`config.mk`:
```
export PLATFORM = sky130hd
export DESIGN_NAME = bgpc_weights
export DESIGN_NICKNAME = d
export VERILOG_FILES = /design/src/design/bgpc_pkg.sv /design/src/design/bgpc_weights.sv
export SDC_FILE = /design/constraint.sdc
export NUM_CORES = 2
export LEC_CHECK = 0
export BUFFER_PORTS_ARGS = -buffer_cell sky130_fd_sc_hd__buf_2
export CAP_MARGIN = 20
export CORE_UTILIZATION = 50
export CTS_BUF_LIST = sky130_fd_sc_hd__clkbuf_8
export DETAILED_ROUTE_END_ITERATION = 8
export MAX_ROUTING_LAYER = met4
export PLACE_DENSITY = 0.67
export SKIP_LAST_GASP = 1
export SLEW_MARGIN = 0
export SYNTH_ARGS = -nofsm -noshare
export SYNTH_HDL_FRONTEND = slang
export SYNTH_SLANG_ARGS = --single-unit
```
`constraint.sdc`:
```
create_clock -name clk -period 15.3 [get_ports clk]
set_input_delay 1.53 -clock clk [delete_from_list [all_inputs] [get_ports clk]]
set_output_delay 1.53 -clock clk [all_outputs]
set_load 0.03 [all_outputs]
```
`src/design/bgpc_pkg.sv`:
```
package bgpc_pkg;

	localparam int MAX_WIDTH_DEF  = 4096;
	localparam int MAX_HEIGHT_DEF = 4096;

	localparam int COLOR_W   = 24;
	localparam int CHAN_W    = 8;
	localparam int SIZE_W    = 13;
	localparam int COORD_W   = 12;
	localparam int CFG_IDX_W = 3;
	localparam int NUM_CH    = 3;
	localparam int NUM_CORN  = 4;

	// one quotient bit per divider stage
	localparam int DIV_STEPS = CHAN_W;
	// clamp, weights, corner products, partial sums, full sum, then the divider
	localparam int NUM_STAGES = 5 + DIV_STEPS;

	localparam logic [CFG_IDX_W-1:0] REG_TOP_LEFT     = 3'd0;
	localparam logic [CFG_IDX_W-1:0] REG_TOP_RIGHT    = 3'd1;
	localparam logic [CFG_IDX_W-1:0] REG_BOTTOM_LEFT  = 3'd2;
	localparam logic [CFG_IDX_W-1:0] REG_BOTTOM_RIGHT = 3'd3;
	localparam logic [CFG_IDX_W-1:0] REG_WIDTH        = 3'd4;
	localparam logic [CFG_IDX_W-1:0] REG_HEIGHT       = 3'd5;

	localparam logic [COLOR_W-1:0] RST_TOP_LEFT     = 24'hFF0000;
	localparam logic [COLOR_W-1:0] RST_TOP_RIGHT    = 24'h0000FF;
	localparam logic [COLOR_W-1:0] RST_BOTTOM_LEFT  = 24'hFFFF00;
	localparam logic [COLOR_W-1:0] RST_BOTTOM_RIGHT = 24'h00FF00;
	localparam logic [SIZE_W-1:0]  RST_WIDTH        = 13'd640;
	localparam logic [SIZE_W-1:0]  RST_HEIGHT       = 13'd480;

	typedef struct packed {
		logic [COLOR_W-1:0] tl;
		logic [COLOR_W-1:0] tr;
		logic [COLOR_W-1:0] bl;
		logic [COLOR_W-1:0] br;
	} corners_t;

	typedef logic [CFG_IDX_W-1:0] cfg_idx_t;

endpackage

```
`src/design/bgpc_weights.sv`:
```
module bgpc_weights #(
	parameter int WS    = 12,
	parameter int HS    = 12,
	parameter int DEN_W = WS + HS
) (
	input  logic                                        clk,
	input  logic                                        en,
	input  logic [bgpc_pkg::COORD_W-1:0]                pixel_x,
	input  logic [bgpc_pkg::COORD_W-1:0]                pixel_y,
	input  logic [WS-1:0]                               span_w,
	input  logic [HS-1:0]                               span_h,
	output logic [bgpc_pkg::NUM_CORN-1:0][DEN_W-1:0]    wgt,
	output logic [DEN_W-1:0]                            den
);

	logic [WS-1:0] wd;
	logic [HS-1:0] hd;
	logic [WS-1:0] cx;
	logic [HS-1:0] cy;

	logic [WS-1:0] cx_s1;
	logic [HS-1:0] cy_s1;
	logic [WS-1:0] ax_s1;
	logic [HS-1:0] by_s1;
	logic [WS-1:0] wd_s1;
	logic [HS-1:0] hd_s1;

	logic [bgpc_pkg::NUM_CORN-1:0][DEN_W-1:0] wgt_s2;
	logic [DEN_W-1:0]                         den_s2;

	// clamp to the span; a zero span divides by one and keeps the first end
	always_comb begin
		wd = (span_w == '0) ? WS'(1) : span_w;
		hd = (span_h == '0) ? HS'(1) : span_h;
		cx = (32'(pixel_x) > 32'(span_w)) ? span_w : WS'(pixel_x);
		cy = (32'(pixel_y) > 32'(span_h)) ? span_h : HS'(pixel_y);
	end

	always_ff @(posedge clk) begin
		if (en) begin
			cx_s1 <= cx;
			cy_s1 <= cy;
			ax_s1 <= wd - cx;
			by_s1 <= hd - cy;
			wd_s1 <= wd;
			hd_s1 <= hd;
		end
	end

	// corner order: top left, top right, bottom left, bottom right
	always_ff @(posedge clk) begin
		if (en) begin
			wgt_s2[0] <= DEN_W'(ax_s1) * DEN_W'(by_s1);
			wgt_s2[1] <= DEN_W'(cx_s1) * DEN_W'(by_s1);
			wgt_s2[2] <= DEN_W'(ax_s1) * DEN_W'(cy_s1);
			wgt_s2[3] <= DEN_W'(cx_s1) * DEN_W'(cy_s1);
			den_s2    <= DEN_W'(wd_s1) * DEN_W'(hd_s1);
		end
	end

	assign wgt = wgt_s2;
	assign den = den_s2;

endmodule

```
Yosys cells after proc, flatten, opt, wreduce, memory -nomap -nowiden
Cells that the tools add are included.
{"block": "totals", "reg_bits": 192, "input_bits": 50, "output_inout_bits": 120, "elab_cells": 26}
{"block": "classes", "add_sub_neg": 2, "multipliers": 5, "magnitude_cmp": 2, "mux": 4, "n_reduce_logical": 2}
{"op": "$mul 12x12->24", "count": 5}
{"op": "$mux 12", "count": 4}
{"op": "$gt 12x12->1", "count": 2}
{"op": "$logic_not 12->1", "count": 2}
{"op": "$sub 12x12->12", "count": 2}

Logic depth before layout (Yosys ltp)
{"block": "depth", "word_depth": 3, "mapped_depth": 20, "ltp_nobuf": 19}

Worst setup path before layout
No wires, ideal clock.
{"block": "synth_path", "path_kind": "reg2reg", "start": "register cy_s1[6]", "end": "register wgt_s2 (netlist bit wgt[94]) (data pin)", "t_arrival_ns": 4.952, "required_time_ns": 15.035, "slack_ns": 10.082, "stages_incl_launch_ff": 19, "path_buffers": 1, "path_cell_list": "edfxtp_1 > clkbuf_1 > and2_1 > fa_1 > inv_1 > fa_1 > inv_1 > fa_1 > fa_1 > inv_1 > fa_1 > inv_1 > ha_1 > a21o_1 > or3_1 > o21ai_1 > a21oi_1 > and4_1 > or3_1"}
{"block": "synth_via", "elab_chain_len": 1}
{"element": "from (decl)", "line": "bgpc_weights.sv:22", "text": "logic [HS-1:0] cy_s1;"}
{"element": "from (signal assigned)", "line": "bgpc_weights.sv:42", "text": "cy_s1 <= cy;"}
{"element": "$mul 12x12->24", "line": "bgpc_weights.sv:56", "text": "wgt_s2[3] <= DEN_W'(cx_s1) * DEN_W'(cy_s1);"}
{"element": "to (decl)", "line": "bgpc_weights.sv:28", "text": "logic [bgpc_pkg::NUM_CORN-1:0][DEN_W-1:0] wgt_s2;"}
No other way between the ends.
A chain may end at the register's enable or synchronous reset.

Final worst setup path
{"block": "layout_path", "start": "register cy_s1[3]", "end": "register wgt_s2 (netlist bit wgt[71]) (data pin)"}
{"block": "layout_via", "elab_chain_len": 1}
{"element": "$mul 12x12->24", "line": "bgpc_weights.sv:55", "text": "wgt_s2[2] <= DEN_W'(ax_s1) * DEN_W'(cy_s1);"}
No other way between the ends.

==> summary.md <==
| Metric | Value |
|---|---|
| Pin count of the biggest net entering global routing | `67` |
| Startpoint Class | `flop` |
| Most used cell, CP | `fa_1` |
| Post-Synth XOR/XNOR Area | `2.879%` |
| PostCTS Resize Cnt | `0` |
| Synth cell types | `72` |
| I/O pin total | `170` |
| Multi-input gate area | `22,200 um2` |
| CTS Hold Bufs | `0` |
| Vias in the first global route | `22,590` |
| Final hold violations | `0` |
| Most frequent cells in the layout | `747 x inv_1, 502 x fa_1, 461 x nand2_1, 356 x ha_1, 304 x and2_1` |
| Die ar. | `63,670 um2` |
| Wirelength per Cell | `16.47 um` |
| Layout Nets | `4,276` |
| Worst setup EP type | `flop` |
| I/O Buffers | `169` |
| WP data required | `15.65 ns` |
| Slew Limit Fails | `0` |
| Gr usage total | `23.75%` |
| Crit Path Class | `flop to flop` |
| Worst Hold Class | `flop to flop` |
| CP endpoint | `wgt[71]` |
| Layout fillers | `5,664` |
| Syn Area/Cell | `9.462 um2` |
| Synth-to-Final Area Change | `6.038%` |
| Slew at the pin with the worst max-slew slack | `1.100 ns` |
| Warnings from Yosys | `0` |
| Adder-cell share of the synthesized area | `46.29%` |
| H-tree depth | `4` |
| FF+latch count, synth | `192` |
| Synth Area in Compound Gates | `6.050%` |
| Initial antenna violation count | `8` |
| Number of synthesized flops with an enable pin | `192` |
| Final setup viols | `0` |
| Status | `completed` |
| Setup_tns | `0 ns` |
| CP Data Arrival Time | `6.33 ns` |
| Largest family of logic cells by synthesized area | `adder cells` |
| Worst-skew pair later-pin latency | `0.59 ns` |
| Crit path largest cell delay | `0.99 ns` |
| Main synth FF type | `edfxtp_1` |
| Mapped Cells | `3,311` |
| Asr flop ratio synth | `0%` |
| Slowest-stage cell, CP | `edfxtp_1` |
| Antenna-violating nets left | `0` |
| CTS tree | `yes` |
| Layout cells sized above 1 | `7.039%` |
| DR iter-0 viols | `1,272` |
| Worst-path cell chain | `nand2_1 > fa_1 > fa_1 > fa_1 > inv_1 > fa_1 > inv_1 > fa_1 > inv_1 > ha_1 > o21ai_0 > a21boi_0 > nand2_1 > o41ai_1 > nor4_1 > o21ai_1 > xnor2_1` |
| Vias | `22,120` |
| Die height | `252.3 um` |
| R2R cell count | `17` |
| Longest Clk Path Bufs | `2` |
| CP max FO | `24` |
| Simple-gate share of the synthesized area | `14.84%` |
| Slew HR | `26.69%` |
| FF-to-FF Start | `cy_s1[3]` |
| Root Driver | `clkbuf_8` |
| Crit path from | `cy_s1[3]` |
| Reg2reg end | `wgt[71]` |
| CORE AREA | `61,830 um2` |
| RSZ-0062 raised after global routing | `false` |
| Fmax | `0.1671 GHz` |
| Post-CTS setup buffers | `0` |
| Global-route wire length before repair | `116,000 um` |
| Multiplexer share of the synthesized area | `0.8067%` |
| Std cell rows | `91` |
| Skew final | `0.02408 ns` |
| FF/Latch Area | `5766 um2` |
| Register-to-register setup slack | `9.32 ns` |
| Via-per-instance ratio | `5.235` |
| Synthesized area | `31,330 um2` |
| GRT overflow | `0` |
| DRC viols | `0` |
| Most common cell after layout, fill and taps aside | `inv_1` |
| TritonCTS buffer count | `17` |
| Die Span X | `252.3 um` |
| Drt first pass iters | `6` |
| Initial Util | `50.67%` |
| Clk sinks | `192` |
| MaxCap Viol Count | `0` |
| Post-synthesis sequential area ratio | `18.40%` |
| Fin crit period | `5.985 ns` |
| Dpl hpwl | `54,040 um` |
| Clock transition at path regs | `0.13 ns` |
| Final worst-path cycle share | `39.12%` |
| GPL Wtd Cong | `0.8833` |
| Final WL | `69,570 um` |
| Synthesized Nets | `4,219` |
[worst max-delay path, delay by kind of cell, from the launching register on]
family,cells,cell delay (ns)
buffers and inverters,3,0.14
AND/OR/NAND/NOR,3,0.44
flip-flops,1,0.99
adder cells (fa/ha/maj),6,2.85
AO/OA/AOI/OAI,4,1.23
XOR/XNOR,1,0.09
[cells by family after synthesis]
group,count (synthesis)
AND/OR/NAND/NOR,954
flip-flops,192
buffers and inverters,895
AO/OA/AOI/OAI,284
XOR/XNOR,103
multiplexers,25
adder cells (fa/ha/maj),858
[registers in the layout, summed over array words and instances, names as in the netlist]
register  count
wgt          96
den          24
ax_s1        12
by_s1        12
cx_s1        12
cy_s1        12
hd_s1        12
wd_s1        12
[cell usage after synthesis, types with 3 or more instances]
cell	n	area (um2)
nand3_1	18	90.09
o311ai_0	4	35.03
a211oi_1	6	45.04
and2_1	304	1902
nand2_1	461	1730
nor4_1	9	56.30
clkbuf_1	146	548.0
o211ai_1	11	82.58
nand4_1	12	75.07
o21a_1	24	180.2
fa_1	502	10050
a21boi_0	9	67.56
nand2b_1	13	81.33
a21oi_1	78	390.4
edfxtp_1	192	5766
xnor2_1	73	639.4
and4_1	4	35.03
o21bai_1	7	52.55
o21ai_0	49	245.2
a21o_1	29	217.7
a311oi_1	3	26.28
mux2i_1	23	230.2
nor3_1	18	90.09
or4_1	4	30.03
o41ai_1	4	35.03
a31oi_1	14	87.58
or2_2	4	25.02
and3_1	7	43.79
inv_1	747	2804
nor2_1	64	240.2
or3_1	8	50.05
nor2b_1	20	125.1
ha_1	356	4454
o21ai_1	4	20.02
o31ai_1	3	22.52
xor2_1	30	262.8
a211o_1	4	35.03
[metal layers]
| metal | vias to the layer above | routed length [um] | GRT usage, % |
|---|---|---|---|
| met2 | 582 | 33930 | 38.79 |
| met3 | 89 | 3562 | 2.987 |
| met1 | 11130 | 30640 | 31.15 |
| met5 | - | 0 | - |
| li1 | 10310 | - | - |
| met4 | 0 | 1434 | 6.753 |
[per-stage QoR]
step,utilization (%),area [um2],cells,hold WS [ns],setup WS (ns)
2_1_floorplan,-,31330,3311,0.5378,10.08
3_3_place_gp,53.05,32800,4186,0.8703,9.470
3_5_place_dp,53.05,32800,4186,0.8820,9.344
4_1_cts,53.71,33200,4218,0.8911,9.322
5_1_grt,53.73,33220,4223,0.9329,8.968
6_report,53.73,33220,4225,0.8953,9.315
[worst min path at each step]
stage,start,to,slack [ns],cells after the start
floorplan,hd_s1[0],den[0],0.54,1
global placement,cx_s1[0],wgt[24],0.87,2
detailed placement,cx_s1[0],wgt[24],0.88,2
CTS,cx_s1[0],wgt[24],0.89,2
global route,cx_s1[0],wgt[24],0.93,2
finish,cx_s1[0],wgt[24],0.90,2
[final cells by class]
type | count | share of cell area [%]
antenna | 7 | 0.05273
clock buffer | 17 | 0.7043
clock inverter | 15 | 0.5084
inverter | 747 | 8.440
multi-input combinational | 2224 | 66.83
sequential | 192 | 17.35
tap | 837 | 3.152
timing repair buffer | 186 | 2.956
Power is left out: the tool's default activity adds up to more than one toggle a clock period on the data nets, which glitch-free logic cannot reach.
