**src/design/bgpc_pkg.sv**
```systemverilog
package bgpc_pkg;

	localparam int MAX_WIDTH_DEF  = 4096;
	localparam int MAX_HEIGHT_DEF = 4096;

	localparam int COLOR_W   = 24;
	localparam int CHAN_W    = 8;
	localparam int SIZE_W    = 13;
	localparam int COORD_W   = 12;
	localparam int CFG_IDX_W = 3;
	localparam int NUM_CH    = 3;
	localparam int NUM_CORN  = 4;

	// one quotient bit per divider stage
	localparam int DIV_STEPS = CHAN_W;
	// clamp, weights, corner products, partial sums, full sum, then the divider
	localparam int NUM_STAGES = 5 + DIV_STEPS;

	localparam logic [CFG_IDX_W-1:0] REG_TOP_LEFT     = 3'd0;
	localparam logic [CFG_IDX_W-1:0] REG_TOP_RIGHT    = 3'd1;
	localparam logic [CFG_IDX_W-1:0] REG_BOTTOM_LEFT  = 3'd2;
	localparam logic [CFG_IDX_W-1:0] REG_BOTTOM_RIGHT = 3'd3;
	localparam logic [CFG_IDX_W-1:0] REG_WIDTH        = 3'd4;
	localparam logic [CFG_IDX_W-1:0] REG_HEIGHT       = 3'd5;

	localparam logic [COLOR_W-1:0] RST_TOP_LEFT     = 24'hFF0000;
	localparam logic [COLOR_W-1:0] RST_TOP_RIGHT    = 24'h0000FF;
	localparam logic [COLOR_W-1:0] RST_BOTTOM_LEFT  = 24'hFFFF00;
	localparam logic [COLOR_W-1:0] RST_BOTTOM_RIGHT = 24'h00FF00;
	localparam logic [SIZE_W-1:0]  RST_WIDTH        = 13'd640;
	localparam logic [SIZE_W-1:0]  RST_HEIGHT       = 13'd480;

	typedef struct packed {
		logic [COLOR_W-1:0] tl;
		logic [COLOR_W-1:0] tr;
		logic [COLOR_W-1:0] bl;
		logic [COLOR_W-1:0] br;
	} corners_t;

	typedef logic [CFG_IDX_W-1:0] cfg_idx_t;

endpackage

```
**src/design/bgpc_div.sv**
```systemverilog
module bgpc_div #(
	parameter int DEN_W = 24,
	parameter int NUM_W = DEN_W + bgpc_pkg::CHAN_W
) (
	input  logic                                             clk,
	input  logic                                             en,
	input  logic [bgpc_pkg::NUM_CH-1:0][NUM_W-1:0]           num,
	input  logic [DEN_W-1:0]                                 den,
	output logic [bgpc_pkg::NUM_CH-1:0][bgpc_pkg::CHAN_W-1:0] quo
);

	localparam int STEPS = bgpc_pkg::DIV_STEPS;

	logic [NUM_W-1:0]            rem_s [STEPS-1][bgpc_pkg::NUM_CH];
	logic [DEN_W-1:0]            den_s [STEPS-1];
	logic [bgpc_pkg::CHAN_W-1:0] quo_s [STEPS][bgpc_pkg::NUM_CH];

	// restoring division, most significant quotient bit first; the sum is
	// below 256 times the divisor so eight bits always hold the quotient
	for (genvar k = 0; k < STEPS; k++) begin : g_step
		logic [NUM_W-1:0]            rin [bgpc_pkg::NUM_CH];
		logic [bgpc_pkg::CHAN_W-1:0] qin [bgpc_pkg::NUM_CH];
		logic [DEN_W-1:0]            din;
		logic [NUM_W-1:0]            dsh;
		logic [bgpc_pkg::NUM_CH-1:0] ge;

		if (k == 0) begin : g_first
			assign din = den;
			for (genvar c = 0; c < bgpc_pkg::NUM_CH; c++) begin : g_ch
				assign rin[c] = num[c];
				assign qin[c] = '0;
			end
		end else begin : g_next
			assign din = den_s[k-1];
			for (genvar c = 0; c < bgpc_pkg::NUM_CH; c++) begin : g_ch
				assign rin[c] = rem_s[k-1][c];
				assign qin[c] = quo_s[k-1][c];
			end
		end

		assign dsh = NUM_W'(din) << (STEPS - 1 - k);

		for (genvar c = 0; c < bgpc_pkg::NUM_CH; c++) begin : g_cmp
			assign ge[c] = (rin[c] >= dsh);
		end

		always_ff @(posedge clk) begin
			if (en) begin
				for (int c = 0; c < bgpc_pkg::NUM_CH; c++)
					quo_s[k][c] <= {qin[c][bgpc_pkg::CHAN_W-2:0], ge[c]};
			end
		end

		// the last step needs no remainder
		if (k < STEPS - 1) begin : g_rem
			always_ff @(posedge clk) begin
				if (en) begin
					den_s[k] <= din;
					for (int c = 0; c < bgpc_pkg::NUM_CH; c++)
						rem_s[k][c] <= ge[c] ? (rin[c] - dsh) : rin[c];
				end
			end
		end
	end

	for (genvar c = 0; c < bgpc_pkg::NUM_CH; c++) begin : g_out
		assign quo[c] = quo_s[STEPS-1][c];
	end

endmodule

```
**config.mk**
```make
export PLATFORM = sky130hd
export DESIGN_NAME = bgpc_div
export DESIGN_NICKNAME = d
export VERILOG_FILES = /design/src/design/bgpc_pkg.sv /design/src/design/bgpc_div.sv
export SDC_FILE = /design/constraint.sdc
export NUM_CORES = 2
export LEC_CHECK = 0
export CAP_MARGIN = 15
export CORE_MARGIN = 8
export CORE_UTILIZATION = 60
export DETAILED_ROUTE_END_ITERATION = 8
export DONT_BUFFER_PORTS = 1
export GPL_TIMING_DRIVEN = 0
export PLACE_DENSITY = 0.76
export SLEW_MARGIN = 20
export SYNTH_ARGS = -nofsm -noshare
export SYNTH_HDL_FRONTEND = slang
export SYNTH_SLANG_ARGS = --single-unit
```
**constraint.sdc**
```tcl
create_clock -name clk -period 4.6 [get_ports clk]
set_input_delay 0.92 -clock clk [delete_from_list [all_inputs] [get_ports clk]]
set_output_delay 0.92 -clock clk [all_outputs]
set_load 0.005 [all_outputs]
```
After elaboration in Yosys (flattened, before gate mapping)
Memory sizes are Yosys's and may differ from the RTL's.
Cells that the tools add are included.
- flip-flop bits (word level): 0
- latch bits: 0
- bits in writable memories: 1032
- memory bits (read-only): 0
- output and inout port bits: 24
- logic and storage cells: 71
- memories: 3
- add/sub/neg operators: 21
- multipliers: 0
- div/mod/pow operators: 0
- order comparisons: 24
- equal/unequal tests: 0
- shift operators: 0
- muxes and demuxes: 23
- bitwise gates (word level): 0
- reductions and logical operators: 0
- memories (memory ; depth ; bits a word ; rd ports ; clocked after Yosys merged registers in ; wr ports ; line ; text):
    rem_s ; 7 ; 96 ; 7 ; 0 ; 7 ; bgpc_div.sv:14 ; logic [NUM_W-1:0] rem_s [STEPS-1][bgpc_pkg::NUM_CH];
    quo_s ; 8 ; 24 ; 8 ; 0 ; 8 ; bgpc_div.sv:16 ; logic [bgpc_pkg::CHAN_W-1:0] quo_s [STEPS][bgpc_pkg::NUM_CH];
    den_s ; 7 ; 24 ; 7 ; 0 ; 7 ; bgpc_div.sv:15 ; logic [DEN_W-1:0] den_s [STEPS-1];
- operators with widths (cell ; count):
    32-bit 2-to-1 mux ; 21
    32-bit by 24-bit >= comparator with 1-bit output ; 3
    32-bit by 25-bit >= comparator with 1-bit output ; 3
    32-bit by 26-bit >= comparator with 1-bit output ; 3
    32-bit by 27-bit >= comparator with 1-bit output ; 3
    32-bit by 28-bit >= comparator with 1-bit output ; 3
    32-bit by 29-bit >= comparator with 1-bit output ; 3
    32-bit by 30-bit >= comparator with 1-bit output ; 3
    32-bit by 31-bit >= comparator with 1-bit output ; 3
    32-bit by 25-bit subtractor with 32-bit output ; 3
    32-bit by 26-bit subtractor with 32-bit output ; 3
    32-bit by 27-bit subtractor with 32-bit output ; 3
    32-bit by 28-bit subtractor with 32-bit output ; 3
    32-bit by 29-bit subtractor with 32-bit output ; 3
    32-bit by 30-bit subtractor with 32-bit output ; 3
    32-bit by 31-bit subtractor with 32-bit output ; 3
    1-bit 2-to-1 mux ; 2

Logic depth before layout (Yosys ltp)
An unclocked memory read counts as a cell.
- depth after elaboration: 3
- gate-level depth with buffers: 15
- gate-level depth less buffers: 14

Worst setup path after synthesis
Ideal clock, no wire load.
- path kind: input-to-reg
- from: in den[14]
- to: mem rem_s[0][62] (netlist name), data pin
- setup time: 260 ps
- arrival time: 3287 ps
- path slack: 1052 ps
- cell stages on the path: 12
- buffers on the path: 0
- path through: inv_1 ha_1 and3_1 or2_2 a21o_1 nor2_1 a21oi_1 o21a_1 or4_1 a31o_1 xor2_1 mux2_4
- RTL lines (element ; line ; text):
    start: declaration ; bgpc_div.sv:8 ; input logic [DEN_W-1:0] den,
    end: declaration ; bgpc_div.sv:14 ;

==> results.tsv <==
stage	metric	value	unit
global_routing	first-pass GRT wire length	263000	um
placed_design	dpl cells	7459	
synth	Yosys top cell area share	0.453	
synth	Unique masters post-synth	101	
run_status	violated checks	max-slew violations	
synth	count of state elements after synthesis	948	
routing	wire per inst	22.9	um
worst_setup_path	RR Endpoint	rem_s[0][152]$_DFFE_PP_	
floorplan	IO Pins	146	
worst_setup_path	CP required	5.02	ns
cts	clock sink count	948	
finish	share of cells above drive strength 1	0.0672	
routing	DRC viols	0	
cts	TritonCTS clock tree	built	
power_and_ir_drop	Lkg Pwr	27.3	nW
routing	Iter 0 DRT Violations	3572	
cts	CTS buffer count	98	
worst_setup_path	CP endpoint	rem_s[0][51]$_DFFE_PP_	
global_routing	grt peak-use layer	met2	
synth	synth top area cells	edfxtp_1, ha_1, a21oi_1, xnor2_1, xor2_1	
power_and_ir_drop	Cell Int Power	25.9	mW
timing	Worst Tran Pin Value	1.83	ns
worst_setup_path	Setup crit end kind	register	
worst_setup_path	worst setup path category	in -> reg	
floorplan	die span in x	340	um
finish	Final #Nets	6905	
cts	CTS clk-pin slew, worst paths	0.06	ns
worst_setup_path	Buffers & Inverters on Critical Path	3	
global_routing	initial antenna violation count	1	
placed_design	routability congestion estimate from global placement	1.01	
timing	Slew HR	-0.217	
timing	Tmin final	4.56	ns
finish	Synth-to-Final Area Change	8.25	%
worst_setup_path	worst setup path startpoint	den[3]	
timing	Highest Clock Rate	219	MHz
timing	final worst-path cycle share	0.991	
cts	CTS max path bufs	3	
synth	Yosys warnings	0	
placed_design	# port buffers	0	
worst_setup_path	crit-path max cell delay	1.00	ns
floorplan	DIE AREA	115000	um2
finish	most frequent cells in the layout	edfxtp_1, a21oi_1, ha_1	
timing	final hold vios	0	
power_and_ir_drop	Net Sw Frac	0.388	
routing	Routed Antenna Nets	0	
synth	syn_nets	6796	
worst_setup_path	R2R depth	15	
synth	Post-Synthesis Cells	6077	
placed_design	Detailed Place HPWL	141000	um
worst_setup_path	crit-path max FO	10	
power_and_ir_drop	Psw	16.4	mW
power_and_ir_drop	Clock power frac	0.190	
finish	commonest non-fill, non-tap cell in the layout	edfxtp_1	
routing	Total Wirelength	175000	um
job	Max-Cap Viols	0	
worst_setup_path	CP Cell Sequence	inv_1, ha_1, nand2_1, o21bai_1, a21o_1, o211ai_1, a21o_1, a21oi_1, o211a_1, o31ai_2, buf_2, buf_2, a21oi_1	
floorplan	Initial Utilization	0.606	
finish	Fillers	8233	
global_routing	largest net degree at the start of global routing	949	
global_routing	final global-route overflow total	0	
worst_setup_path	r2r startpoint	rem_s[0][38]$_DFFE_PP_	
timing	Max Slew Vio Count	163	
worst_setup_path	delay-heaviest family, CP	compound AO/OA/AOI/OAI gates	
routing	First-pass DRT Iterations	6	
synth	average size of a mapped cell	10.3	um2
cts	H-tree depth	3	
timing	Worst Skew	0.0324	ns
cts	Root Buffer	clkbuf_16	
global_routing	number of global-route vias before repair	47000	
power_and_ir_drop	Gate power share	0.457	
power_and_ir_drop	sequential power share	0.353	
worst_setup_path	Critical Path Stages	13	
timing	worst hold slack	0.303	ns
cts	clk_lat worst skew	0.71	ns
global_routing	met1 Use GR	0.313	
synth	Post-synth EDFFs	948	
finish	filler-free cell count of the finished design	7642	
floorplan	Row Count	118	
routing	DR vias	46700	
synth	sequential share of the synthesized area	0.453	
power_and_ir_drop	Max rail drop VDD	0.374	mV
worst_setup_path	Worst Path Arrival	4.98	ns
finish	ANT cells	0	
routing	via density per instance	6.11	
worst_hold_path	Hold Crit Class	in -> reg	
synth	mapped cell area	62800	um2
worst_setup_path	Worst path slowest cell	o31ai_2	
global_routing	Total GRT Usage	0.293	
power_and_ir_drop	PwrDens	621	nW/um2
timing	RSZ-0062 raised after global routing	false	
global_routing	met3 Usage GRT	0.0401	
floorplan	Die H	340	um
worst_setup_path	critical path launch point type	input port	
timing	setup violators final	0	
synth	cell taking the most area after synthesis	edfxtp_1	
global_routing	grt met2 use	0.529	
worst_setup_path	R2R setup slack	0.16	ns
synth	Top FF cell, synth	edfxtp_1	
synth	asr flop ratio synth	0	
floorplan	Core Region	104000	um2
run_status	outcome	finished with violations	
==> cells in the mapped netlist (11+ instances only) <==
cell	number
a211o_1	18
a211oi_1	47
a21boi_0	22
a21o_1	249
a21oi_1	660
a31o_2	11
a31oi_1	45
a41oi_1	14
and2_1	17
and3_1	44
and4_1	11
buf_2	37
clkbuf_1	86
edfxtp_1	948
fa_1	21
ha_1	576
inv_1	346
mux2_2	126
mux2i_1	12
nand2_1	449
nand2b_1	76
nand3_1	84
nand4_1	75
nand4b_1	17
nor2_1	507
nor2b_1	79
nor3_1	81
nor4_1	44
o211ai_1	29
o21a_1	80
o21ai_0	376
o21ai_1	19
o21bai_1	60
o31a_1	18
o31ai_1	27
or2_2	26
or3_1	27
or4_1	22
xnor2_1	265
xor2_1	229
==> layout make-up <==
class,instances,area (um2),area share
multi-input cells,4640,32400,0.477
flip-flops and latches,948,28500,0.419
clock buffers,115,2520,0.0370
well taps,1380,1730,0.0254
inverters,347,1300,0.0192
clock inverters,61,756,0.0111
plain buffers,142,631,0.00928
repair buffers,9,151,0.00223
==> metrics by stage <==
stage / TNS [ns] / instance area [um2] / total power [mW] / utilization / setup slack, ns
after floorplan: 0 / 62800 / 28.5 / - / 1.05
after global placement: -26.62 / 64500 / 33.4 / 0.622 / -0.677
after detailed placement: -11.79 / 64600 / 33.7 / 0.623 / -0.485
after CTS: 0 / 67900 / 41.9 / 0.655 / 0.00395
after global routing: 0 / 68000 / 44.8 / 0.656 / 0.0410
final: 0 / 68000 / 42.2 / 0.656 / 0.0394
==> how the worst min path moves through the flow <==
stage                                 from                      to  slack (ns)  depth (start not counted)
floorplan            quo_s[0][0]$_DFFE_PP_  quo_s[0][25]$_DFFE_PP_        0.40                          0
global placement    quo_s[1][52]$_DFFE_PP_  quo_s[1][77]$_DFFE_PP_        0.40                          0
detailed placement  quo_s[0][82]$_DFFE_PP_  quo_s[1][11]$_DFFE_PP_        0.40                          0
CTS                                den[22]  den_s[0][22]$_DFFE_PP_        0.26                          0
global route                       den[22]  den_s[0][22]$_DFFE_PP_        0.27                          0
finish                             den[22]  den_s[0][22]$_DFFE_PP_        0.30                          0
==> power groups by stage <==
stage / clock (mW) / combinational (mW) / sequential (mW)
after floorplan: 0 / 14.3 / 14.2
after global placement: 0 / 18.5 / 15.0
after detailed placement: 0 / 18.8 / 15.0
after CTS: 8.16 / 18.9 / 14.8
after global routing: 8.47 / 21.2 / 15.1
final: 8.03 / 19.3 / 14.9
==> layer usage <==
layer | part of all wire | vias up
met5 | 0.000086 | -
met4 | 0.086 | 2
met3 | 0.046 | 528
met2 | 0.50 | 1508
met1 | 0.37 | 21800
li1 | - | 22800
==> registers in the layout (all words and copies together) (netlist names) <==
register and count:
quo_s 108, rem_s 672, den_s 168
==> logic make-up (layout without fill, tap and decap cells) <==
kind of cell / after synthesis / in the layout / synth area share
xor gates and xnor gates: 494 / 494 / 0.0689
DFF: 948 / 948 / 0.453
AOI/OAI and AO/OA: 1805 / 1805 / 0.179
buffers and inverters: 489 / 674 / 0.0307
and+or+nand+nor: 1605 / 1605 / 0.122
muxes: 139 / 139 / 0.0247
adders and majority gates: 597 / 597 / 0.121
==> timing repair <==
item / in CTS / in global routing
hold buffers: 0 / 0
buffers inserted: 3 / 0
pin swaps: 1 / 0
endpoints found under the setup margin: 15 / 30
resized for setup: 2 / 3
(Power assumes the default switching activity.)
