[src/design/bgpc_pkg.sv]
package bgpc_pkg;

	localparam int MAX_WIDTH_DEF  = 4096;
	localparam int MAX_HEIGHT_DEF = 4096;

	localparam int COLOR_W   = 24;
	localparam int CHAN_W    = 8;
	localparam int SIZE_W    = 13;
	localparam int COORD_W   = 12;
	localparam int CFG_IDX_W = 3;
	localparam int NUM_CH    = 3;
	localparam int NUM_CORN  = 4;

	// one quotient bit per divider stage
	localparam int DIV_STEPS = CHAN_W;
	// clamp, weights, corner products, partial sums, full sum, then the divider
	localparam int NUM_STAGES = 5 + DIV_STEPS;

	localparam logic [CFG_IDX_W-1:0] REG_TOP_LEFT     = 3'd0;
	localparam logic [CFG_IDX_W-1:0] REG_TOP_RIGHT    = 3'd1;
	localparam logic [CFG_IDX_W-1:0] REG_BOTTOM_LEFT  = 3'd2;
	localparam logic [CFG_IDX_W-1:0] REG_BOTTOM_RIGHT = 3'd3;
	localparam logic [CFG_IDX_W-1:0] REG_WIDTH        = 3'd4;
	localparam logic [CFG_IDX_W-1:0] REG_HEIGHT       = 3'd5;

	localparam logic [COLOR_W-1:0] RST_TOP_LEFT     = 24'hFF0000;
	localparam logic [COLOR_W-1:0] RST_TOP_RIGHT    = 24'h0000FF;
	localparam logic [COLOR_W-1:0] RST_BOTTOM_LEFT  = 24'hFFFF00;
	localparam logic [COLOR_W-1:0] RST_BOTTOM_RIGHT = 24'h00FF00;
	localparam logic [SIZE_W-1:0]  RST_WIDTH        = 13'd640;
	localparam logic [SIZE_W-1:0]  RST_HEIGHT       = 13'd480;

	typedef struct packed {
		logic [COLOR_W-1:0] tl;
		logic [COLOR_W-1:0] tr;
		logic [COLOR_W-1:0] bl;
		logic [COLOR_W-1:0] br;
	} corners_t;

	typedef logic [CFG_IDX_W-1:0] cfg_idx_t;

endpackage

[src/design/bgpc_cfg_regs.sv]
module bgpc_cfg_regs #(
	parameter int MAX_WIDTH  = bgpc_pkg::MAX_WIDTH_DEF,
	parameter int MAX_HEIGHT = bgpc_pkg::MAX_HEIGHT_DEF,
	parameter int WS         = $clog2(MAX_WIDTH),
	parameter int HS         = $clog2(MAX_HEIGHT)
) (
	input  logic                           clk,
	input  logic                           arst_n,
	input  logic                           wr_en,
	input  bgpc_pkg::cfg_idx_t             wr_index,
	input  logic [bgpc_pkg::COLOR_W-1:0]   wr_data,
	output bgpc_pkg::corners_t             corners,
	output logic [WS-1:0]                  span_w,
	output logic [HS-1:0]                  span_h
);

	bgpc_pkg::corners_t               corners_q;
	logic [bgpc_pkg::SIZE_W-1:0]      width_q;
	logic [bgpc_pkg::SIZE_W-1:0]      height_q;
	logic [31:0]                      wsz;
	logic [31:0]                      hsz;

	always_ff @(posedge clk or negedge arst_n) begin
		if (!arst_n) begin
			corners_q.tl <= bgpc_pkg::RST_TOP_LEFT;
			corners_q.tr <= bgpc_pkg::RST_TOP_RIGHT;
			corners_q.bl <= bgpc_pkg::RST_BOTTOM_LEFT;
			corners_q.br <= bgpc_pkg::RST_BOTTOM_RIGHT;
			width_q      <= bgpc_pkg::RST_WIDTH;
			height_q     <= bgpc_pkg::RST_HEIGHT;
		end else if (wr_en) begin
			unique case (wr_index)
				bgpc_pkg::REG_TOP_LEFT:     corners_q.tl <= wr_data;
				bgpc_pkg::REG_TOP_RIGHT:    corners_q.tr <= wr_data;
				bgpc_pkg::REG_BOTTOM_LEFT:  corners_q.bl <= wr_data;
				bgpc_pkg::REG_BOTTOM_RIGHT: corners_q.br <= wr_data;
				bgpc_pkg::REG_WIDTH:        width_q  <= wr_data[bgpc_pkg::SIZE_W-1:0];
				bgpc_pkg::REG_HEIGHT:       height_q <= wr_data[bgpc_pkg::SIZE_W-1:0];
				default: ;
			endcase
		end
	end

	// size of zero acts as one, size above the maximum acts as the maximum
	always_comb begin
		wsz = (width_q == '0) ? 32'd1 : 32'(width_q);
		if (wsz > 32'(MAX_WIDTH))
			wsz = 32'(MAX_WIDTH);
		hsz = (height_q == '0) ? 32'd1 : 32'(height_q);
		if (hsz > 32'(MAX_HEIGHT))
			hsz = 32'(MAX_HEIGHT);
	end

	assign corners = corners_q;
	assign span_w  = WS'(wsz - 32'd1);
	assign span_h  = HS'(hsz - 32'd1);

endmodule

[config.mk]
export PLATFORM = sky130hd
export DESIGN_NAME = bgpc_cfg_regs
export DESIGN_NICKNAME = d
export VERILOG_FILES = /design/src/design/bgpc_pkg.sv /design/src/design/bgpc_cfg_regs.sv
export SDC_FILE = /design/constraint.sdc
export NUM_CORES = 1
export LEC_CHECK = 0
export ABC_AREA = 1
export BUFFER_PORTS_ARGS = -buffer_cell sky130_fd_sc_hd__buf_2
export CORE_UTILIZATION = 54
export DETAILED_ROUTE_END_ITERATION = 10
export GPL_ROUTABILITY_DRIVEN = 0
export PLACE_DENSITY = 0.83
export SYNTH_ARGS = -nofsm -noshare
export SYNTH_HDL_FRONTEND = slang
export SYNTH_SLANG_ARGS = --single-unit
[constraint.sdc]
create_clock -name clk -period 5.8 [get_ports clk]
set_input_delay 1.45 -clock clk [delete_from_list [all_inputs] [get_ports clk]]
set_output_delay 1.45 -clock clk [all_outputs]
set_load 0.05 [all_outputs]
# ---- Word level (Yosys, flattened, before mapping)
# Cells that the tools add are included.
dict set report word_totals {
  regBits 122
  latchBits 0
  mem_bits_rw 0
  romBits 0
  input_bits 30
  out_inout_bits 120
  word_cells 28
  mem_count 0
}
dict set report classes {
  addsub 2
  mul 0
  div_mod_pow 0
  n_lt_le_gt_ge 2
  n_eq_ne 5
  n_shift 0
  muxes 4
  bitwise 0
  n_reduce_logical 9
}
# op n
set ops {}
lappend ops {{$gt A13 B13 Y1 const B} 2}
lappend ops {{$logic_not A13 Y1} 2}
lappend ops {{$mux W13} 2}
lappend ops {{$mux W12} 2}
lappend ops {{$sub A12 B1 Y12 const B} 2}
lappend ops {{$reduce_and A2 Y1} 6}
lappend ops {{$eq A3 B2 Y1 const B} 2}
lappend ops {{$eq A3 B3 Y1 const B} 2}
lappend ops {{$eq A3 B1 Y1 const B} 1}
lappend ops {{$logic_not A3 Y1} 1}

# ---- Logic depth before layout (Yosys ltp)
# Gate-level depths: netlist of run 1.
dict set report logic_depth {
  word_depth 5
  mapped_depth 13
  mapped_depth_nobuf 12
}

# ---- Worst setup path after synthesis of run 1
# OpenSTA, ideal clock, no wires.
dict set report synth_timing {
  path_kind {reg2out}
  startpoint {reg height_q[8] in the netlist's numbering}
  endpoint {out span_h[8]}
  t_arrival_ps 3066
  t_required_ps 4350
  slack_ps 1284
  stages_incl_launch_ff 10
  n_path_buf 0
  cell_sequence {dfstp_2 nor2_1 nand2_1 nor2_1 a21oi_1 ha_1 nand3_1 a21oi_1 nand2_1 xor2_1}
}
dict set report synth_via {
  elab_chain_cells 5
}
# item line_no
set synth_lines {}
lappend synth_lines {{start: declaration} bgpc_cfg_regs.sv:19} ;# logic [bgpc_pkg::SIZE_W-1:0] height_q;
lappend synth_lines {{start signal: assignment} bgpc_cfg_regs.sv:30} ;# height_q <= bgpc_pkg::RST_HEIGHT;
lappend synth_lines {{start signal: assignment} bgpc_cfg_regs.sv:38} ;# bgpc_pkg::REG_HEIGHT: height_q <= wr_data[bgpc_pkg::SIZE_W-1:0];
lappend synth_lines {{$logic_not A13 Y1} bgpc_cfg_regs.sv:49} ;# hsz = (height_q == '0) ? 32'd1 : 32'(height_q);
lappend synth_lines {{$mux W13 (*)} bgpc_cfg_regs.sv:49}
lappend synth_lines {{$gt A13 B13 Y1} bgpc_cfg_regs.sv:50} ;# if (hsz > 32'(MAX_HEIGHT))
lappend synth_lines {{$mux W12 (*)} bgpc_cfg_regs.sv:50}
lappend synth_lines {{$sub A12 B1 Y12 (*)} bgpc_cfg_regs.sv:56} ;# assign span_h = HS'(hsz - 32'd1);
lappend synth_lines {{end: declaration} bgpc_cfg_regs.sv:14} ;# output logic [HS-1:0] span_h
# Every way passes the cells marked *; elsewhere a longest branch is shown, timed or not.

# ---- Final worst setup path of run 1
dict set report layout_timing {
  startpoint {reg height_q[7] in the netlist's numbering}
  endpoint {out span_h[8]}
}
# The elaborated chain is that of the path after synthesis.

==> out/qor.yml, run 1 <==
status: "complete, no violations"
placement_rows: 35
synth_top_area_cell: "dfrtp_1"
coreArea_sq_um: 9284
nets: 764
reg2reg_depth: 2
ctsHoldBuffers: 0
max_freq_mhz: 236.4
cellPowerDensity_nw_per_um2: 539.9
ys_seq_area_share_pct: 59.57
grt_pass1_vias: 4323
synthCells: 587
overflow: 0
grt_usage_pct: 28.44
timing.final.max_slew_violations: 0
vias: 4507
maxSlewHeadroom_pct: 30.04
numClockSinks: 122
cts_resized: 0
cap_violations: 0
die_area_sq_um: 10070
cp_slowest_cell: "dfstp_2"
hold_ws_ns: 0.4783
min_path_cells: 2
start_util_pct: 56.24
critPathLaunchType: "flip-flop"
worstPathRequired_ns: 4.35
final_util_pct: 71.86
grt_pass1_wl_mm: 21.65
crit_type: "reg2out"
clkTransAtPathRegs_ns: 0.06
chipHeight_um: 100.3
synth.area.top_cells: "dfrtp_1 (36%), dfstp_2 (23%), nand2_1 (13%)"
hold_class: "reg2reg"
fin_crit_sh_pct: 72.93
postSynthAreaPerCell_sq_um: 8.895
drt_iter0_drc: 366
rsz0062_at_grt: "false"
grt_max_degree: 87
drive_above_1_share_pct: 32.48
worstMarginPinSlew_ns: 1.049
syn_area_sq_um: 5221
finalWorstSetupSlack_ns: 1.570
path_cells: "nor2_1 -> inv_1 -> nor2_1 -> nand2_1 -> nand2_2 -> nand2_1 -> ha_1 -> nand3_1 -> a21oi_1 -> nand2_1 -> xor2_1 -> buf_2"
first_pass_iters: 5
crit_fanout: 15
max_stage_delay_ns: 0.59
finalSetupTns_ns: 0
p_leak_nw: 3.464
antenna_found_initial: 0
cp_top_family: "simple AND/OR/NAND/NOR gates"
rrSetupSlack_ns: 4.95
syn_nets: 619
hp-start: "corners[81]$_DFFE_PN0P_"
critPathBufInv: 2
cts_root_buf: "clkbuf_8"
post-place-ws_ns: 2.102
clk_latency_ns: 0.50
finalWirelength_mm: 13.26
cp.arrival_ns: 2.78
ys_types: 26
ant_nets: 0
setup_violations: 0
postCtsSetupRepairBufs: 0
ys_ff_latch: 122
hold_viol: 0
syn_to_final_growth_pct: 27.77
cpMostUsedCell: "nand2_1"
viasPerCell: 5.157
r2r-start: "width_q[7]$_DFFE_PN1P_"
wl_per_cell_um: 15.17
final_common_cell: "nand2_1"
io_buffers: 149
cts_htree_levels: 4
cts_buffer_depth: 2
cts_tree: "done"
hpwl_mm: 9.127
hold_end: "corners[81]$_DFFE_PN0P_"
mostFrequentLayoutCells: "nand2_1 (181), buf_2 (148), o21ai_0 (126), dfrtp_1 (76), inv_1 (48)"
r2r_end: "width_q[7]$_DFFE_PN1P_"
critPathCaptureType: "primary output"
ioPinCount: 150
die_w_um: 100.3
yosysWarnings: 0
skew_ns: 0
num_antenna_cells: 0
ir_drop_uv: 279.7
route.detailed.drc: 0
finalPower_w: 0.003602
cts_made_buffers: 17
netlist.area_leader.share_pct: 36.42
finalCriticalPeriod_ns: 4.230
worst max path at each step:
stage	end	cells after the start	from	slack, ns
global route	span_h[8]	12	height_q[7]$_DFFE_PN1P_	1.37
finish	span_h[8]	12	height_q[7]$_DFFE_PN1P_	1.57
CTS	span_h[8]	12	height_q[7]$_DFFE_PN1P_	1.54
detailed placement	span_h[8]	12	height_q[7]$_DFFE_PN1P_	2.10
floorplan	span_h[8]	9	height_q[8]$_DFFE_PN1P_	1.28
global placement	span_h[8]	12	height_q[5]$_DFFE_PN1P_	2.31
cell type report:
| class | count | area (sq um) |
|---|---|---|
| clock buffers | 19 | 441.7 |
| clock inverters | 13 | 192.7 |
| fillers | 716 | 2613 |
| inverters | 49 | 183.9 |
| multi-input cells | 388 | 1795 |
| flip-flops and latches | 122 | 3110 |
| well taps | 129 | 161.4 |
| repair buffers | 154 | 785.8 |
layer usage:
| layer | part of all wire (%) | track usage [%] | wire length [um] |
|---|---|---|---|
| met5 | 0 | 0 | 0 |
| met4 | 1.4 | 10.37 | 190 |
| met3 | 6.6 | 7.799 | 872 |
| met2 | 50 | 46.68 | 6579 |
| met1 | 42 | 36.41 | 5616 |
worst min-delay path, stage by stage, from the launching register on:
cell and delay [ns]:
dfrtp_1 0.33, nand2_1 0.05, o21ai_0 0.06
cell families after synthesis:
logic type                 synth area share [%]
AOI/OAI and AO/OA                         13.85
xor gates and xnor gates                  1.845
adders and majority gates                0.4792
buffers and inverters                     6.039
DFF                                       59.57
and+or+nand+nor                           18.21
sequential cells by signal, indices dropped and copies added, names as in the netlist:
register and flops:
corners 96, height_q 13, width_q 13
synth_stat cells:
cell type and instances:
nor2_1 25, dfrtp_1 76, o21ai_0 126, nand4_1 4, ha_1 2, nand2_2 7
nand2_1 181, buf_1 3, or2_0 1, inv_2 1, buf_6 2, clkbuf_1 16
o21ai_1 1, nor2_2 1, nand3_1 16, nor3_1 1, buf_2 6, o41ai_1 8
dfstp_2 46, inv_1 48, xor2_1 8, buf_4 1, xnor2_1 3, o31ai_1 1
nor2_4 1, a21oi_1 2
stage by stage:
step                      instance area, sq um  std cells
after floorplan                           5221        587
after global placement                    6037        842
after detailed placement                  6037        842
after CTS                                 6671        874
final                                     6671        874
after global routing                      6671        874
power breakdown:
part           switching (W)  total [W]  internal (W)
clock               0.000378    0.00110      0.000724
combinational        0.00103    0.00132      0.000286
sequential          0.000124    0.00118       0.00106
total                0.00154    0.00360       0.00207
(Power assumes the default switching activity.)
==> run 2: changes to the inputs <==
ABC_AREA = 0   (was 1)
CORE_UTILIZATION = 52   (was 54)
PLACE_DENSITY = 0.8   (was 0.83)
clock period = 4.3 ns   (was 5.8 ns; I/O delays follow)
==> run 2 against run 1 <==
Net effect:
- sequential cell count did not move
- register-to-register slack worse by 1.7 ns
- first-iteration DRC count decreased by 72%
- clock power is 47% higher
- largest power group unchanged
- die area up 5.1%
- critical endpoint is now span_h[6]
- clock skew is the same
- sequential power rose by 41%
==> out/qor.yml, run 2 <==
route.detailed.drc: 0  # unchanged
chipHeight_um: 102.8  # +2.5%
die_area_sq_um: 10580  # +5.1%
crit_type: "reg2out"
wl_met1_mm: 5.376  # -4.3%
synthTopCellsByCount: "mux2_2 (121), dfrtp_1 (76), dfstp_2 (46), nand2_1 (15)"
ant_nets: 0  # unchanged
cts_htree_levels: 4  # unchanged
synth_top_area_cell: "dfrtp_1"
ys_seq_area_share_pct: 58.83  # -0.75 points
vias: 3733  # -17%
ys_types: 46  # +77%
netlist.area_leader.share_pct: 35.97  # -0.46 points
fin_crit_sh_pct: 94.28
yosysWarnings: 0  # unchanged
maxSlewHeadroom_pct: 27.61  # -2.4 points
rrSetupSlack_ns: 3.26  # -1.69 ns
status: "complete, no violations"
ys_ff_latch: 122  # unchanged
finalWirelength_mm: 12.49  # -5.8%
postSynthAreaPerCell_sq_um: 14.18  # +59%
reg2reg_depth: 2  # unchanged
grt_usage_pct: 24.36  # -4.1 points
grt_pass1_wl_mm: 19.06  # -12%
grt_pass1_vias: 3670  # -15%
cp.arrival_ns: 2.98  # +0.20 ns
grt_max_degree: 69  # -21%
hold_end: "corners[68]$_DFFE_PN0P_"
critPathLaunchType: "flip-flop"
first_pass_iters: 4  # -1
io_buffers: 149  # unchanged
ir_drop_uv: 425.3  # +52%
synth.area.top_cells: "dfrtp_1 (36%), mux2_2 (26%), dfstp_2 (23%)"
viasPerCell: 5.522  # +7.1%
fillers: 715  # -0.14%
timing.final.max_slew_violations: 0  # unchanged
met2_length_mm: 6.106  # -7.2%
synth_edf_count: 0  # unchanged
finalCriticalPeriod_ns: 4.054
worstMarginPinSlew_ns: 1.080  # +0.03059 ns
final_common_cell: "buf_2"
finalPower_w: 0.005169  # +43%
max_freq_mhz: 246.7
die_w_um: 102.8  # +2.5%
cap_violations: 0  # unchanged
rsz0062_at_grt: "false"
hp-start: "corners[68]$_DFFE_PN0P_"
cts_tree: "done"
synthCells: 373  # -36%
postCtsSetupRepairBufs: 0  # unchanged
crit_fanout: 10  # -5
placement_rows: 36  # +2.9%
critPathCaptureType: "primary output"
cts_made_buffers: 17  # unchanged
async_flop_share_pct: 100.0  # unchanged
syn_to_final_growth_pct: 30.38
top_layer_used: "met4"
cellPowerDensity_nw_per_um2: 749.7  # +39%
finalSetupTns_ns: 0  # unchanged
hpwl_mm: 8.477  # -7.1%
cts_resized: 0  # unchanged
ctsHoldBuffers: 0  # unchanged
start_util_pct: 53.85  # -2.4 points
yosysMostFrequentCell: "mux2_2"
clk_latency_ns: 0.50  # about the same
num_antenna_cells: 0  # unchanged
p_leak_nw: 3.121  # -9.9%
coreArea_sq_um: 9819  # +5.8%
clkTransAtPathRegs_ns: 0.06  # about the same
nets: 562  # -26%
mostFrequentLayoutCells: "buf_2 (148), mux2_2 (121), dfrtp_1 (76), dfstp_2 (46), clkbuf_16 (16)"
ioPinCount: 150  # unchanged
overflow: 0  # unchanged
r2r-start: "width_q[12]$_DFFE_PN0P_"
skew_ns: 0  # unchanged
met3_length_um: 821  # -5.8%
numClockSinks: 122  # unchanged
hold_class: "reg2reg"
hold_viol: 0  # unchanged
min_path_cells: 1  # -1
worstPathRequired_ns: 3.22  # -1.13 ns
syn_area_sq_um: 5288  # +1.3%
ys.flop_type: "dfrtp_1"
antenna_found_initial: 0  # unchanged
cp_slowest_cell: "dfrtp_1"
drt_iter0_drc: 101  # -72%
setup_violations: 0  # unchanged
path_cells: "nor3_4 -> nand4_1 -> nor2_1 -> o21ai_1 -> ha_1 -> and4_1 -> o21ai_0 -> o311a_1 -> buf_2"
cts_buffer_depth: 2  # unchanged
final_util_pct: 70.21  # -1.7 points
wl_per_cell_um: 18.47  # +22%
max_stage_delay_ns: 0.44  # -0.15 ns
cts_root_buf: "clkbuf_8"
r2r_end: "width_q[12]$_DFFE_PN0P_"
drive_above_1_share_pct: 67.40  # +35 points
syn_nets: 405  # -35%
largest_reg_flops: 96  # unchanged
-- run 2: power by group --
part	leakage, nW	internal (W)	switching (W)
Clock	0.325	0.00110	0.000523
Sequential	1.40	0.00147	0.000190
Combinational	1.40	0.000498	0.00139
-- run 2: how the worst max path moves through the flow --
stage                                       start        end  cells past startpoint
after floorplan            width_q[6]$_DFFE_PN0P_  span_w[8]                      8
after global placement    height_q[2]$_DFFE_PN0P_  span_h[6]                      9
after detailed placement  height_q[2]$_DFFE_PN0P_  span_h[6]                      9
after CTS                 height_q[2]$_DFFE_PN0P_  span_h[6]                      9
after global routing      height_q[2]$_DFFE_PN0P_  span_h[6]                      9
final                     height_q[2]$_DFFE_PN0P_  span_h[6]                      9
-- run 2: cell type report --
type	count	area (sq um)	share of cell area, %
Clock buffer	19	441.7	6.407
Inverter	9	33.78	0.4900
Multi-Input combinational cell	225	2110	30.60
Sequential cell	122	3110	45.12
Tap cell	133	166.4	2.414
Timing Repair Buffer	155	793.3	11.51
Clock inverter	13	239.0	3.466
-- run 2: per-stage QoR --
stage               setup slack, ns  hold WS [ns]  cell area [sq um]  instances
floorplan                   0.03388        0.5184               5291        373
global placement             0.9777        0.4841               6213        644
detailed placement           0.8107        0.4869               6213        644
CTS                          0.2578        0.5015               6894        676
global route                0.08084        0.5169               6894        676
finish                       0.2461        0.4997               6894        676
-- run 2: kinds of logic after synthesis --
kind of cell / Yosys count / synth area share [%]
xor+xnor: 6 / 0.9938
mux: 121 / 25.77
buf+inv: 26 / 2.177
flops: 122 / 58.83
simple gates: 59 / 6.437
fa+ha+maj: 2 / 0.4732
compound gates: 37 / 5.325
-- run 2: routing by layer --
layer,up-vias,track usage [%]
li1,1682,-
met1,1884,30.31
met2,149,39.95
met3,18,7.593
met4,0,9.426
met5,-,0
-- run 2: critical path, delay by kind of cell, from the launching register on --
family                   cells  cell delay (ns)
AO/OA/AOI/OAI                3             0.48
adder cells (fa/ha/maj)      1             0.32
AND/OR/NAND/NOR              4             0.98
buffers and inverters        1             0.26
flip-flops                   1             0.44
==> run 3: changes to the inputs <==
BUFFER_PORTS_ARGS = -buffer_cell sky130_fd_sc_hd__buf_4   (was -buffer_cell sky130_fd_sc_hd__buf_2)
PLACE_DENSITY = 0.77   (was 0.8)
==> run 3 against run 2 <==
Net effect:
- clock power down 14%
- clock skew did not move
- critical path depth is the same
- largest cell class unchanged
- clock-buffer cell count grew 4
- sequential power barely moved
- fmax grew 3.5%
- routed wire length is 0.62% higher
- non-clock buffer count unchanged
==> out/qor.yml, run 3 (synthesized netlist as in run 2, its figures left out) <==
placement_rows: 36  # unchanged
finalSetupTns_ns: 0  # unchanged
met2_length_mm: 6.299  # +3.2%
cts_made_buffers: 17  # unchanged
startpoint: "width_q[3]$_DFFE_PN0P_"
grt_pass1_vias: 3753  # +2.3%
cts_resized: 0  # unchanged
die_w_um: 102.8  # unchanged
cp-endpoint: "span_w[10]"
finalCriticalPeriod_ns: 3.916  # -0.1384 ns
cts_htree_levels: 4  # unchanged
cp_top_family: "simple AND/OR/NAND/NOR gates"
reg2reg_depth: 2  # unchanged
met3_length_um: 797  # -2.9%
hold_viol: 0  # unchanged
timing.final.max_slew_violations: 0  # unchanged
clk_latency_ns: 0.50  # about the same
drive_above_1_share_pct: 66.79  # -0.61 points
overflow: 0  # unchanged
finalWirelength_mm: 12.56  # +0.62%
worstPathRequired_ns: 3.22  # about the same
final_common_cell: "buf_4"
route.detailed.drc: 0  # unchanged
syn_to_final_growth_pct: 35.57
grt_pass1_wl_mm: 19.55  # +2.6%
coreArea_sq_um: 9819  # unchanged
path_cells: "nor3_1 -> nand3_1 -> nor2_1 -> o21ai_1 -> ha_1 -> nand3b_1 -> o22ai_1 -> a21oi_2 -> buf_4"
final_util_pct: 73.00  # +2.8 points
critPathLaunchType: "flip-flop"
multi_input_area_sq_um: 2110  # unchanged
top_layer_used: "met4"
critPathBufInv: 1  # unchanged
pwr-share-seq_pct: 32.6  # +0.4 points
worstMarginPinSlew_ns: 1.117  # +0.03655 ns
setup_violations: 0  # unchanged
cp.depth: 9  # unchanged
cap_violations: 0  # unchanged
start_util_pct: 53.85  # unchanged
dpl_cell_area_sq_um: 6584  # +6.0%
regArea_sq_um: 3110  # unchanged
crit_fanout: 9  # -1
finalWorstSetupSlack_ns: 0.3845  # +0.1384 ns
cp_slowest_cell: "dfrtp_1"
swShare_pct: 40.29  # -0.40 points
cts_tree: "done"
ir_drop_uv: 450.9  # +6.0%
ctsHoldBuffers: 0  # unchanged
vias: 3743  # +0.27%
hpwl_mm: 8.656  # +2.1%
cts_root_buf: "clkbuf_8"
cts_buffer_depth: 2  # unchanged
crit_type: "reg2out"
io_buffers: 149  # unchanged
comb_power_share_pct: 40.3  # +3.8 points
hold_class: "reg2reg"
largest_reg_flops: 96  # unchanged
grt_max_degree: 77  # +12%
status: "complete, no violations"
post-place-ws_ns: 0.9271  # +0.1164 ns
mostFrequentLayoutCells: "buf_4 (155), mux2_2 (121), dfrtp_1 (76), dfstp_2 (46), clkbuf_16 (16)"
fin_crit_sh_pct: 91.06  # -3.2 points
p_clk_share_pct: 27.1  # -4.2 points
die_area_sq_um: 10580  # unchanged
max_stage_delay_ns: 0.44  # about the same
nets: 562  # unchanged
r2r_end: "width_q[12]$_DFFE_PN0P_"
numClockSinks: 122  # unchanged
r2r-start: "width_q[12]$_DFFE_PN0P_"
ant_nets: 0  # unchanged
p_sw_w: 0.002070  # -1.6%
min_path_cells: 1  # unchanged
grt_usage_pct: 25.17  # +0.81 points
ioPinCount: 150  # unchanged
num_antenna_cells: 0  # unchanged
antenna_found_initial: 0  # unchanged
skew_ns: 0  # unchanged
chipHeight_um: 102.8  # unchanged
rrSetupSlack_ns: 3.18  # -0.08 ns
viasPerCell: 5.545  # +0.42%
max_freq_mhz: 255.4  # +3.5%
wl_per_cell_um: 18.61  # +0.77%
p_leak_nw: 3.202  # +2.6%
rsz0062_at_grt: "false"
p_int_w: 0.003067  # about the same
critPathCaptureType: "primary output"
clkTransAtPathRegs_ns: 0.05  # about the same
postCtsSetupRepairBufs: 0  # unchanged
maxSlewHeadroom_pct: 25.16  # -2.5 points
cellPowerDensity_nw_per_um2: 716.6  # -4.4%
first_pass_iters: 4  # unchanged
drt_iter0_drc: 84  # -17%
hold_ws_ns: 0.5051  # +0.005410 ns
cp.arrival_ns: 2.84  # -0.14 ns
design_area_sq_um: 7168  # +4.0%
fillers: 705  # -1.4%
wl_met1_mm: 5.314  # -1.2%
## run 3: power by group through the flow
stage | clock [W] | sequential (W) | combinational [W]
2_1_floorplan | 0 | 0.00236 | 0.000759
3_3_place_gp | 0 | 0.00167 | 0.00206
3_5_place_dp | 0 | 0.00168 | 0.00208
4_1_cts | 0.00141 | 0.00167 | 0.00208
5_1_grt | 0.00148 | 0.00171 | 0.00217
6_report | 0.00139 | 0.00167 | 0.00207
## run 3: how the worst min path moves through the flow
stage,start,endpoint,slack (ns)
global placement,corners[5]$_DFFE_PN0P_,corners[5]$_DFFE_PN0P_,0.49
detailed placement,corners[2]$_DFFE_PN0P_,corners[2]$_DFFE_PN0P_,0.49
global route,corners[16]$_DFFE_PN0P_,corners[16]$_DFFE_PN0P_,0.52
CTS,corners[2]$_DFFE_PN0P_,corners[2]$_DFFE_PN0P_,0.51
finish,corners[71]$_DFFE_PN0P_,corners[71]$_DFFE_PN0P_,0.51
floorplan,width_q[5]$_DFFE_PN0P_,width_q[5]$_DFFE_PN0P_,0.52
## run 3: final cells by class
type / count / share of cell area [%]
flip-flops and latches: 122 / 43.39
clock buffers: 23 / 6.511
multi-input cells: 225 / 29.43
clock inverters: 8 / 1.641
repair buffers: 155 / 16.23
inverters: 9 / 0.4713
well taps: 133 / 2.322
## run 3: per-layer routing
layer / track usage [%] / vias to the layer above
met5: 0 / -
met2: 42.21 / 140
met3: 8.203 / 14
met4: 8.126 / 0
met1: 30.95 / 1913
li1: - / 1676
## run 3: metrics by stage
| step | power (W) | std cells |
|---|---|---|
| after detailed placement | 0.003759 | 644 |
| final | 0.005137 | 675 |
| after floorplan | 0.003121 | 373 |
| after global routing | 0.005350 | 675 |
| after global placement | 0.003722 | 644 |
| after CTS | 0.005169 | 675 |
